## src/rtl/crf_pkg.sv

```systemverilog
// Shared types and constants of the capture record framer.
package crf_pkg;

	localparam logic [7:0] MAGIC_FIRST    = 8'hA7;
	localparam logic [7:0] MAGIC_SECOND   = 8'h5A;
	localparam logic [7:0] RECORD_VERSION = 8'h01;
	localparam logic [8:0] MAX_PAYLOAD    = 9'd256;
	localparam logic [4:0] CHANNEL_RESET  = 5'd15;

	// Input operation codes; a queued command keeps the same encoding as its kind.
	localparam logic OP_START = 1'b0;
	localparam logic OP_DATA  = 1'b1;

	// Command queue geometry; the depth must be a power of two.
	localparam int QDEPTH = 4;
	localparam int QPTR_W = $clog2(QDEPTH);
	localparam int QCNT_W = QPTR_W + 1;

	typedef struct packed {
		logic        op;
		logic [7:0]  payload_byte;
		logic [8:0]  frame_length;
		logic [7:0]  rssi;
		logic [7:0]  lqi;
		logic [31:0] timestamp;
	} crf_in_t;

	typedef struct packed {
		logic [7:0] out_byte;
		logic       end_of_record;
	} crf_out_t;

	typedef struct packed {
		logic        kind;
		logic        last;
		logic [7:0]  data;
		logic [8:0]  length;
		logic [7:0]  rssi;
		logic [7:0]  lqi;
		logic [31:0] timestamp;
	} crf_cmd_t;

	typedef struct packed {
		logic       record_open;
		logic [8:0] bytes_left;
	} crf_front_stat_t;

	typedef enum logic [3:0] {
		ST_MAGIC0,
		ST_MAGIC1,
		ST_VERSION,
		ST_CHANNEL,
		ST_RSSI,
		ST_LQI,
		ST_TS0,
		ST_TS1,
		ST_TS2,
		ST_TS3,
		ST_LEN0,
		ST_LEN1,
		ST_CHECK
	} step_t;

endpackage

```

## src/rtl/crf_queue.sv

```systemverilog
// Small command queue between the framer front and back ends.
module crf_queue (
	input  logic             clk,
	input  logic             arst_n,
	input  logic             push,
	input  crf_pkg::crf_cmd_t wdata,
	input  logic             pop,
	output crf_pkg::crf_cmd_t rdata,
	output logic             full,
	output logic             empty
);
	import crf_pkg::*;

	crf_cmd_t            entry_q [QDEPTH];
	logic [QPTR_W-1:0]   wptr_q;
	logic [QPTR_W-1:0]   rptr_q;
	logic [QCNT_W-1:0]   count_q;

	assign full  = (count_q == QCNT_W'(QDEPTH));
	assign empty = (count_q == '0);
	assign rdata = entry_q[rptr_q];

	always_ff @(posedge clk or negedge arst_n) begin
		if (!arst_n) begin
			wptr_q  <= '0;
			rptr_q  <= '0;
			count_q <= '0;
		end else begin
			if (push) begin
				wptr_q <= wptr_q + 1'b1;
			end
			if (pop) begin
				rptr_q <= rptr_q + 1'b1;
			end
			if (push && !pop) begin
				count_q <= count_q + 1'b1;
			end else if (pop && !push) begin
				count_q <= count_q - 1'b1;
			end
		end
	end

	always_ff @(posedge clk) begin
		if (push) begin
			entry_q[wptr_q] <= wdata;
		end
	end

endmodule

```

## src/rtl/crf_front.sv

```systemverilog
// Front end: accepts input items, tracks the open record and queues commands.
module crf_front (
	input  logic                    clk,
	input  logic                    arst_n,
	input  logic                    in_valid,
	output logic                    in_stall,
	input  crf_pkg::crf_in_t        in_data,
	input  logic                    q_full,
	output logic                    q_push,
	output crf_pkg::crf_cmd_t       q_wdata,
	output crf_pkg::crf_front_stat_t stat
);
	import crf_pkg::*;

	logic       record_open_q;
	logic [8:0] bytes_left_q;
	logic       accept;
	logic [8:0] sat_len;

	assign in_stall = q_full;
	assign accept   = in_valid && !q_full;
	assign sat_len  = (in_data.frame_length > MAX_PAYLOAD) ? MAX_PAYLOAD : in_data.frame_length;

	// Stray payload bytes are accepted but never reach the queue.
	assign q_push = accept && ((in_data.op == OP_START) || record_open_q);

	always_comb begin
		q_wdata.kind      = in_data.op;
		q_wdata.last      = (bytes_left_q == 9'd1);
		q_wdata.data      = in_data.payload_byte;
		q_wdata.length    = sat_len;
		q_wdata.rssi      = in_data.rssi;
		q_wdata.lqi       = in_data.lqi;
		q_wdata.timestamp = in_data.timestamp;
	end

	assign stat.record_open = record_open_q;
	assign stat.bytes_left  = bytes_left_q;

	always_ff @(posedge clk or negedge arst_n) begin
		if (!arst_n) begin
			record_open_q <= 1'b0;
			bytes_left_q  <= '0;
		end else if (accept) begin
			if (in_data.op == OP_START) begin
				record_open_q <= (sat_len != '0);
				bytes_left_q  <= sat_len;
			end else if (record_open_q) begin
				record_open_q <= (bytes_left_q != 9'd1);
				bytes_left_q  <= bytes_left_q - 9'd1;
			end
		end
	end

endmodule

```

## src/rtl/crf_back.sv

```systemverilog
// Back end: expands queued commands into record bytes and keeps the checksum.
module crf_back (
	input  logic              clk,
	input  logic              arst_n,
	input  logic [4:0]        channel,
	input  logic              q_empty,
	input  crf_pkg::crf_cmd_t q_rdata,
	output logic              q_pop,
	output logic              out_valid,
	input  logic              out_stall,
	output crf_pkg::crf_out_t out_data
);
	import crf_pkg::*;

	crf_cmd_t   cur_q;
	logic       cur_valid_q;
	step_t      step_q;
	logic [7:0] sum_q;
	logic       out_valid_q;
	crf_out_t   out_q;

	logic       advance;
	logic       finish;
	step_t      next_step;
	logic [7:0] cur_byte;
	logic       cur_eor;

	assign advance = cur_valid_q && (!out_valid_q || !out_stall);

	always_comb begin
		cur_eor  = 1'b0;
		cur_byte = 8'h00;
		case (step_q)
			ST_MAGIC0:  cur_byte = (cur_q.kind == OP_DATA) ? cur_q.data : MAGIC_FIRST;
			ST_MAGIC1:  cur_byte = MAGIC_SECOND;
			ST_VERSION: cur_byte = RECORD_VERSION;
			ST_CHANNEL: cur_byte = {3'b000, channel};
			ST_RSSI:    cur_byte = cur_q.rssi;
			ST_LQI:     cur_byte = cur_q.lqi;
			ST_TS0:     cur_byte = cur_q.timestamp[7:0];
			ST_TS1:     cur_byte = cur_q.timestamp[15:8];
			ST_TS2:     cur_byte = cur_q.timestamp[23:16];
			ST_TS3:     cur_byte = cur_q.timestamp[31:24];
			ST_LEN0:    cur_byte = cur_q.length[7:0];
			ST_LEN1:    cur_byte = {7'b0000000, cur_q.length[8]};
			ST_CHECK: begin
				cur_byte = sum_q;
				cur_eor  = 1'b1;
			end
			default:    cur_byte = 8'h00;
		endcase
	end

	// A payload command is one byte, plus the checksum when it closes the record.
	// A start command runs through the header, plus the checksum for an empty record.
	always_comb begin
		finish    = 1'b0;
		next_step = step_t'(step_q + 4'd1);
		if (step_q == ST_CHECK) begin
			finish = 1'b1;
		end else if (cur_q.kind == OP_DATA) begin
			finish    = !cur_q.last;
			next_step = ST_CHECK;
		end else if (step_q == ST_LEN1) begin
			finish = (cur_q.length != '0);
		end
	end

	assign q_pop = !q_empty && (!cur_valid_q || (advance && finish));

	assign out_valid = out_valid_q;
	assign out_data  = out_q;

	always_ff @(posedge clk or negedge arst_n) begin
		if (!arst_n) begin
			cur_valid_q <= 1'b0;
			out_valid_q <= 1'b0;
			step_q      <= ST_MAGIC0;
		end else begin
			if (advance) begin
				out_valid_q <= 1'b1;
			end else if (!out_stall) begin
				out_valid_q <= 1'b0;
			end
			if (q_pop) begin
				cur_valid_q <= 1'b1;
				step_q      <= ST_MAGIC0;
			end else if (advance) begin
				if (finish) begin
					cur_valid_q <= 1'b0;
				end
				step_q <= next_step;
			end
		end
	end

	always_ff @(posedge clk) begin
		if (q_pop) begin
			cur_q <= q_rdata;
		end
		if (advance) begin
			out_q.out_byte      <= cur_byte;
			out_q.end_of_record <= cur_eor;
			// The magic bytes and the checksum itself stay out of the sum.
			if (cur_q.kind == OP_START && step_q == ST_MAGIC0) begin
				sum_q <= 8'h00;
			end else if (!(cur_q.kind == OP_START && step_q == ST_MAGIC1) &&
					step_q != ST_CHECK) begin
				sum_q <= sum_q + cur_byte;
			end
		end
	end

endmodule

```

## src/rtl/capture_record_framer.sv

```systemverilog
// Top level of the capture record framer.
// The framer takes one input item per cycle as long as its four-entry command queue has room.
// A start item becomes a 12-byte header (13 bytes with the checksum when the length is zero),
// and a payload item becomes one byte, or two when it is the last one and the checksum follows.
// The output side sends one byte per cycle while out_stall is low, so the sustained input rate
// is one item per output byte it produces: a steady payload stream runs at one item per cycle,
// and each start or record end costs the extra output cycles it adds. Payload bytes with no
// open record are taken and dropped. The channel register is written through the cfg port,
// which is always ready, and should be changed only while the framer is idle.
module capture_record_framer (
	input  logic              clk,
	input  logic              arst_n,
	input  logic              in_valid,
	output logic              in_stall,
	input  crf_pkg::crf_in_t  in_data,
	output logic              out_valid,
	input  logic              out_stall,
	output crf_pkg::crf_out_t out_data,
	input  logic              cfg_valid,
	output logic              cfg_ready,
	input  logic [4:0]        cfg_data
);
	import crf_pkg::*;

	logic            [4:0] channel_q;
	logic                  q_push;
	logic                  q_pop;
	logic                  q_full;
	logic                  q_empty;
	crf_cmd_t              q_wdata;
	crf_cmd_t              q_rdata;
	crf_front_stat_t       front_stat;

	assign cfg_ready = 1'b1;

	always_ff @(posedge clk or negedge arst_n) begin
		if (!arst_n) begin
			channel_q <= CHANNEL_RESET;
		end else if (cfg_valid && cfg_ready) begin
			channel_q <= cfg_data;
		end
	end

	crf_front u_front (
		.clk      (clk),
		.arst_n   (arst_n),
		.in_valid (in_valid),
		.in_stall (in_stall),
		.in_data  (in_data),
		.q_full   (q_full),
		.q_push   (q_push),
		.q_wdata  (q_wdata),
		.stat     (front_stat)
	);

	crf_queue u_queue (
		.clk    (clk),
		.arst_n (arst_n),
		.push   (q_push),
		.wdata  (q_wdata),
		.pop    (q_pop),
		.rdata  (q_rdata),
		.full   (q_full),
		.empty  (q_empty)
	);

	crf_back u_back (
		.clk       (clk),
		.arst_n    (arst_n),
		.channel   (channel_q),
		.q_empty   (q_empty),
		.q_rdata   (q_rdata),
		.q_pop     (q_pop),
		.out_valid (out_valid),
		.out_stall (out_stall),
		.out_data  (out_data)
	);

`ifndef SYNTHESIS
	a_no_push_when_full : assert property (@(posedge clk) disable iff (!arst_n)
		q_push |-> !q_full)
		else $error("command queue written while full");

	a_no_pop_when_empty : assert property (@(posedge clk) disable iff (!arst_n)
		q_pop |-> !q_empty)
		else $error("command queue read while empty");

	a_open_matches_count : assert property (@(posedge clk) disable iff (!arst_n)
		front_stat.record_open == (front_stat.bytes_left != '0))
		else $error("open record flag disagrees with remaining byte count");

	a_push_follows_accept : assert property (@(posedge clk) disable iff (!arst_n)
		q_push |-> (in_valid && !in_stall))
		else $error("command queued without an accepted transaction");
`endif

endmodule

```

## config.mk

```make
export PLATFORM = sky130hd
export DESIGN_NAME = capture_record_framer
export DESIGN_NICKNAME = d
export VERILOG_FILES = /design/src/rtl/crf_pkg.sv /design/src/rtl/crf_queue.sv /design/src/rtl/crf_front.sv /design/src/rtl/crf_back.sv /design/src/rtl/capture_record_framer.sv
export SDC_FILE = /design/constraint.sdc
export NUM_CORES = 1
export LEC_CHECK = 0
export ABC_AREA = 1
export BUFFER_PORTS_ARGS = -buffer_cell sky130_fd_sc_hd__buf_2
export CAP_MARGIN = 20
export CORE_MARGIN = 5
export CORE_UTILIZATION = 45
export CTS_BUF_LIST = sky130_fd_sc_hd__clkbuf_16
export CTS_CLUSTER_DIAMETER = 50
export DETAILED_ROUTE_END_ITERATION = 12
export PLACE_DENSITY = 0.63
export SYNTH_ARGS = -nofsm -noshare
export SYNTH_HDL_FRONTEND = slang
export SYNTH_SLANG_ARGS = --single-unit
```

## constraint.sdc

```tcl
create_clock -name clk -period 6 [get_ports clk]
set_input_delay 0.3 -clock clk [delete_from_list [all_inputs] [get_ports clk]]
set_output_delay 0.3 -clock clk [all_outputs]
set_load 0.02 [all_outputs]
```

==> impl_metrics.env, run 1 <==
export IMPL_crit_family="adder cells"
export IMPL_gr_total_overflow=0
export IMPL_period_share_pct=57.9
export IMPL_critical_path_depth=17
export IMPL_num_vias=9428
export IMPL_hold_viol_final=0
export IMPL_post_cts_setup_buffer_count=0
export IMPL_cp_data_required_time_ns=6.37
export IMPL_synth_seq_cells=380
export IMPL_setup_viol=0
export IMPL_synth_nets=1258
export IMPL_peakVddDrop_mv=0.328
export IMPL_numClockSinks=380
export IMPL_cts_htree_levels=2
export IMPL_r2r_cells=17
export IMPL_slowest_delay_ns=0.47
export IMPL_instances_no_fill=1789
export IMPL_powerDensity_nw_per_um2=548
export IMPL_nets=1403
export IMPL_placed_cell_area_um2=16000
export IMPL_final_area_um2=18000
export IMPL_die_area_um2=37400
export IMPL_relSlewSlack_pct=29.5
export IMPL_antenna_found_initial=0
export IMPL_r2r_end="u_back.sum_q[6]"
export IMPL_cts_root_buf="clkbuf_16"
export IMPL_cts_made_buffers=43
export IMPL_start_util_pct=45.3
export IMPL_start_kind="flop"
export IMPL_maxCapViolations=0
export IMPL_dp_cells=1656
export IMPL_rows=67
export IMPL_r2r_start="u_back.step_q[1]"
export IMPL_status="completed"
export IMPL_synth_seq_area_share_pct=74.5
export IMPL_hold_depth=3
export IMPL_final_max_slew_violation_count=0
export IMPL_synth_common_cells="edfxtp_1 (352), nor2_1 (185), o21ai_0 (173), nand2_1 (82), inv_1 (76)"
export IMPL_worst_path_buf_inv=4
export IMPL_die_y_um=193
export IMPL_grt_pass1_wl_mm=52.8
export IMPL_synth_async_reset_ratio_pct=7.37
export IMPL_final_util_pct=53.9
export IMPL_wire_per_inst_um=18.9
export IMPL_grt_max_degree=93
export IMPL_viasPerCell=5.27
export IMPL_antenna_cells=0
export IMPL_slowest_stage="ha_1"
export IMPL_cts_tree="yes"
export IMPL_endpoint_kind="flop"
export IMPL_synth_area_leaders="edfxtp_1 (70%), o21ai_0 (5.7%), nor2_1 (4.6%), dfrtp_1 (4.0%), o22ai_1 (2.9%)"
export IMPL_layout_drive_gt1_share_pct=14.1
export IMPL_synthCells=1162
export IMPL_worstSkewPairLatency_ns=0.52
export IMPL_pin_count=88
export IMPL_cts_buffer_depth=3
export IMPL_globalplace_congestion=0.950
export IMPL_ant_nets=0
export IMPL_setup_tns_ns=0
export IMPL_syn_area_per_cell_um2=13.0
export IMPL_drt_total_wl_mm=33.8
export IMPL_worstHoldStart="cfg_data[3]"
export IMPL_timing_hold_ws_ns=0.00875
export IMPL_yosysMostFrequentCell="edfxtp_1"
export IMPL_yosys_warnings=0
export IMPL_path_max_fanout=13
export IMPL_leakagePower_uw=0.00657
export IMPL_synthesis_area_um2=15100
export IMPL_synth_cell_types=41
export IMPL_rsz0062_at_grt="false"
export IMPL_drt_iter0_drc=777
export IMPL_hold_class="in -> reg"
export IMPL_path_class="reg -> reg"
export IMPL_port_buffer_count=86
export IMPL_hpwl_mm=20.8
export IMPL_tightest_slew_ns=1.06
export IMPL_synth_edf_count=352
export IMPL_synth_top_area_cell="edfxtp_1"
export IMPL_cp_cell_sequence="inv_1 -> ha_1 -> nand3_1 -> clkinv_1 -> a211oi_1 -> nand4_1 -> ha_1 -> inv_1 -> fa_1 -> inv_1 -> nand3_1 -> nand2_1 -> nand2_1 -> nand2_1 -> a21oi_1 -> or2_2 -> a21oi_1"
export IMPL_hold_end="channel_q[3]"
export IMPL_clk_pin_slew_ns=0.06
export IMPL_track_usage_pct=17.7
export IMPL_synthFlopType="edfxtp_1"
export IMPL_min_period_ns=3.48
export IMPL_fmaxAchievable_mhz=288
export IMPL_fp_dieW_um=193
export IMPL_drc_errors=0
export IMPL_grt_pass1_vias=9360
export IMPL_core_um2=33400
export IMPL_area_growth_syn_to_layout_pct=18.9
export IMPL_firstDrtPassIters=5
export IMPL_critPathArrivalTime_ns=3.84
export IMPL_yosysTopAreaCellShare_pct=69.9
export IMPL_reg2reg_slack_ns=2.52
export IMPL_finClkSkew_ns=0.0126
-- how the worst max path moves through the flow --
stage	startpoint	end	slack [ns]
after floorplan	u_queue.count_q[0]	u_queue.entry_q[0][0]	1.71
after global placement	u_back.step_q[1]	u_back.sum_q[6]	2.71
after detailed placement	u_back.step_q[1]	u_back.sum_q[6]	2.56
after CTS	u_back.step_q[1]	u_back.sum_q[6]	2.57
after global routing	u_back.step_q[1]	u_back.sum_q[6]	2.27
final	u_back.step_q[1]	u_back.sum_q[6]	2.52
-- tightest hold or removal path, stage by stage --
cell and delay [ns]:
buf_2 0.07, nand2_1 0.05, o21ai_0 0.07
-- flip-flops by register name (all words and copies together), names as in the netlist --
| signal | flops |
|---|---|
| u_front.bytes_left_q | 9 |
| u_queue.count_q | 3 |
| u_back.step_q | 4 |
| u_back.sum_q | 8 |
| u_queue.wptr_q | 2 |
| u_queue.rptr_q | 2 |
| u_back.out_data | 9 |
| u_back.out_valid | 1 |
| u_front.record_open_q | 1 |
| u_back.cur_q | 67 |
| channel_q | 5 |
| u_queue.entry_q | 268 |
| u_back.cur_valid_q | 1 |
-- area by class of cell --
cell class,count,area [um2]
tap,448,561
sequential,380,11300
inverter,82,309
multi-input combinational,649,3360
timing repair buffer,151,1050
clock buffer,45,1130
clock inverter,34,292
fill,2805,15400
-- cells by family after synthesis --
kind of cell	synth area share, %
xor+xnor	0.405
other cells	0.0248
simple gates	9.14
compound gates	10.6
fa+ha+maj	1.75
flops	74.5
mux	0.0744
buf+inv	3.43
-- through the flow --
stage                     worst slack, ns  power (uW)
after floorplan                      1.71        6320
after global placement               2.71        7280
after detailed placement             2.56        7340
after CTS                            2.57        9940
after global routing                 2.27       10500
final                                2.52        9860
-- layout by cell type (no fill, tap or decap), types with 5 or more instances in the layout --
master         count
inv_1             84
a221oi_1          10
dfrtp_1           22
nor2_1           181
buf_4             11
clkinv_1           7
a21oi_1           24
clkinv_2           8
o21ai_0          173
nand3_1           35
edfxtp_1         352
clkbuf_16         45
ha_1              18
o22ai_1           70
dlygate4sd3_1     54
nand4_1           11
xor2_1             5
nor3_1             6
nand2_1           82
buf_2             86
-- power breakdown --
group	internal (uW)	total (uW)	switching [uW]
Combinational	884	2970	2090
Sequential	3980	4330	349
Clock	1540	2560	1020
Total	6410	9860	3460
-- layer usage --
metal	wire [um]	up-vias	global-route usage, %
li1	-	4530	-
met3	1660	59	2.82
met1	15200	4576	25.0
met5	0	-	0
met2	15900	263	28.5
met4	1000	0	5.98
-- repair_timing --
item / in CTS / in global routing
resized for setup: 0 / 0
hold buffers: 54 / 0
endpoints found under the hold margin: 227 / 0
No activity file was read; power rests on OpenSTA's default activity.
==> run 2: changes to the inputs <==
--- a/config.mk
+++ b/config.mk
@@ -5,7 +5,7 @@
 export SDC_FILE = /design/constraint.sdc
 export NUM_CORES = 1
 export LEC_CHECK = 0
-export ABC_AREA = 1
+export ABC_AREA = 0
 export BUFFER_PORTS_ARGS = -buffer_cell sky130_fd_sc_hd__buf_2
 export CAP_MARGIN = 20
 export CORE_MARGIN = 5
==> constraint.sdc (replaced) <==
create_clock -name clk -period 3.6 [get_ports clk]
set_input_delay 0.18 -clock clk [delete_from_list [all_inputs] [get_ports clk]]
set_output_delay 0.18 -clock clk [all_outputs]
set_load 0.02 [all_outputs]
==> run 2 against run 1 <==
Design area grew 0.20%. Via count decreased by 17%. Clock power rose by 51%. Critical endpoint unchanged.
==> impl_metrics.env, run 2 <==
export IMPL_status="completed"
export IMPL_firstDrtPassIters=5
export IMPL_drt_iter0_drc=603
export IMPL_slowest_stage="ha_1"
export IMPL_synth_edf_count=352
export IMPL_hold_viol_final=0
export IMPL_synth_nets=864
export IMPL_nets=1049
export IMPL_syn_area_per_cell_um2=19.4
export IMPL_synth_seq_area_share_pct=75.5
export IMPL_endpoint_kind="flop"
export IMPL_final_cell_mix="edfxtp_1 (352), buf_2 (86), dlygate4sd3_1 (71)"
export IMPL_yosysMostFrequentCell="edfxtp_1"
export IMPL_synthesis_area_um2=14900
export IMPL_yosysTopAreaCellShare_pct=70.8
export IMPL_min_period_ns=3.34
export IMPL_layout_drive_gt1_share_pct=26.9
export IMPL_cp_data_required_time_ns=3.88
export IMPL_worstSkewPairLatency_ns=0.53
export IMPL_cts_buffer_depth=3
export IMPL_rows=66
export IMPL_powerDensity_nw_per_um2=856
export IMPL_final_max_slew_violation_count=0
export IMPL_layout_commonest_cell="edfxtp_1"
export IMPL_die_area_um2=36900
export IMPL_top_register="u_queue.entry_q"
export IMPL_cts_root_buf="clkbuf_16"
export IMPL_core_um2=32600
export IMPL_cp_cell_sequence="ha_1 -> a22oi_1 -> a31oi_1 -> o21ai_0 -> o211ai_1 -> ha_1 -> inv_1 -> fa_1 -> nor2b_1 -> o21ai_0 -> nand2b_1 -> a21oi_1 -> o211a_1"
export IMPL_setup_viol=0
export IMPL_critPathArrivalTime_ns=3.62
export IMPL_largest_register_ff_count=268
export IMPL_viasPerCell=5.46
export IMPL_period_share_pct=92.8
export IMPL_tightest_slew_ns=0.874
export IMPL_gr_total_overflow=0
export IMPL_synth_seq_cells=380
export IMPL_grt_pass1_wl_mm=47.7
export IMPL_post_cts_setup_buffer_count=0
export IMPL_antenna_found_initial=0
export IMPL_clk_pin_slew_ns=0.06
export IMPL_relSlewSlack_pct=40.9
export IMPL_ant_nets=0
export IMPL_start_util_pct=45.8
export IMPL_total_power_uw=15400
export IMPL_synth_cell_types=68
export IMPL_globalplace_congestion=0.878
export IMPL_hold_class="in -> reg"
export IMPL_cts_htree_levels=2
export IMPL_synthFlopType="edfxtp_1"
export IMPL_numClockSinks=380
export IMPL_rsz0062_at_grt="false"
export IMPL_synthCells=768
export IMPL_yosys_warnings=0
export IMPL_regArea_um2=11300
export IMPL_start_kind="flop"
export IMPL_finClkSkew_ns=0.0137
export IMPL_die_y_um=192
export IMPL_pin_count=88
export IMPL_num_fill_cells=2508
export IMPL_wire_per_inst_um=21.7
export IMPL_path_class="reg -> reg"
export IMPL_track_usage_pct=17.1
export IMPL_peakVddDrop_mv=0.398
export IMPL_cts_tree="yes"
export IMPL_hpwl_mm=19.9
export IMPL_synth_common_cells="edfxtp_1 (352), mux4_2 (68), nand2_1 (32), dfrtp_1 (24)"
export IMPL_area_growth_syn_to_layout_pct=20.7
export IMPL_slowest_delay_ns=0.58
export IMPL_drc_errors=0
export IMPL_drt_total_wl_mm=30.9
export IMPL_leakagePower_uw=0.00619
export IMPL_setup_tns_ns=0
export IMPL_synth_area_leaders="edfxtp_1 (71%), mux4_2 (10%), dfrtp_1 (4.0%), ha_1 (1.5%), nand2_1 (0.80%)"
export IMPL_cts_made_buffers=41
export IMPL_fp_dieW_um=192
export IMPL_synth_async_reset_ratio_pct=7.37
export IMPL_synth_top_area_cell="edfxtp_1"
export IMPL_grt_pass1_vias=7880
export IMPL_reg_largest_list="u_queue.entry_q x268, u_back.cur_q x67"
export IMPL_maxCapViolations=0
export IMPL_fmaxAchievable_mhz=299
export IMPL_antenna_cells=0
export IMPL_multi_input_area_um2=3410
export IMPL_grt_max_degree=68
export IMPL_num_vias=7781
export IMPL_path_max_fanout=17
export IMPL_port_buffer_count=86
==> run 2: cell types whose count changed in the layout (fill, tap and decap cells not counted), sizes merged, moves of 54 or more <==
cell and change:
nand2 -54, inv -61, o22ai -69, mux4 +68, o21ai -154, nor2 -166
==> run 2: metal layers <==
layer  up-vias  wire (um)  GRT usage (%)
li1       3501          -              -
met1      4008      14000           25.3
met2       217      14600           26.4
met3        55       1680           2.96
met4         0        665           4.64
met5         -          0              0
==> run 2: logic make-up (layout without fill, tap and decap cells) <==
group | count (synthesis) | count (layout) | share of synthesized area, %
compound gates | 106 | 106 | 5.36
xor+xnor | 8 | 8 | 0.469
fa+ha+maj | 20 | 20 | 1.78
buf+inv | 57 | 271 | 1.65
flops | 380 | 380 | 75.5
mux | 79 | 79 | 11.1
other cells | 1 | 1 | 0.0251
simple gates | 117 | 117 | 4.11
==> run 2: worst paths after layout <==
path / from / endpoint / slack [ns] / depth (start not counted)
setup reg to reg: u_back.step_q[0] / u_back.sum_q[6] / 0.26 / 13
hold reg to reg: u_front.record_open_q / u_front.record_open_q / 0.48 / 1
min in group asynchronous: arst_n / u_front.bytes_left_q[2] / 0.28 / 2
max in group asynchronous: arst_n / u_queue.rptr_q[0] / 2.73 / 2
hold / removal: in_data[56] / u_queue.entry_q[2][56] / 0.04 / 1
setup / recovery: u_back.step_q[0] / u_back.sum_q[6] / 0.26 / 13
==> run 2: cell type report <==
class / count / share of cell area [%]
tap: 442 / 3.07
clock inverter: 29 / 0.965
inverter: 19 / 0.396
sequential: 380 / 62.6
clock buffer: 43 / 5.97
timing repair buffer: 180 / 8.05
multi-input combinational: 331 / 18.9
==> run 2: metrics by stage <==
stage / hold slack [ns] / std cells / setup slack [ns] / cell area, um2 / utilization (%)
4_1_cts: 0.0230 / 1424 / 0.0971 / 18000 / 55.2
2_1_floorplan: -0.116 / 768 / 0.397 / 14900 / -
3_3_place_gp: 0.288 / 1281 / 0.290 / 16100 / 49.2
3_5_place_dp: 0.294 / 1281 / 0.119 / 16100 / 49.2
5_1_grt: 0.0325 / 1424 / 0.0114 / 18000 / 55.2
6_report: 0.0437 / 1424 / 0.259 / 18000 / 55.2
==> run 2: repair_timing <==
action                                  4_1_cts  5_1_grt
hold buffers                                 71        0
hold endpoints to repair                    266        0
endpoints found under the setup margin        0        3
gates resized for setup                       0        1
==> run 2: report_power, final <==
group / leakage, uW / total (uW) / switching (uW) / internal (uW)
registers: 0.00355 / 6840 / 581 / 6260
logic: 0.00199 / 4710 / 2590 / 2120
clock network: 0.000645 / 3870 / 1640 / 2230
==> run 2: critical path, delay by kind of cell (launching register included) <==
family	cells	cell delay [ns]
flip-flops	1	0.44
AO/OA/AOI/OAI	7	0.98
buffers and inverters	1	0.08
AND/OR/NAND/NOR	2	0.31
adder cells (fa/ha/maj)	3	1.27
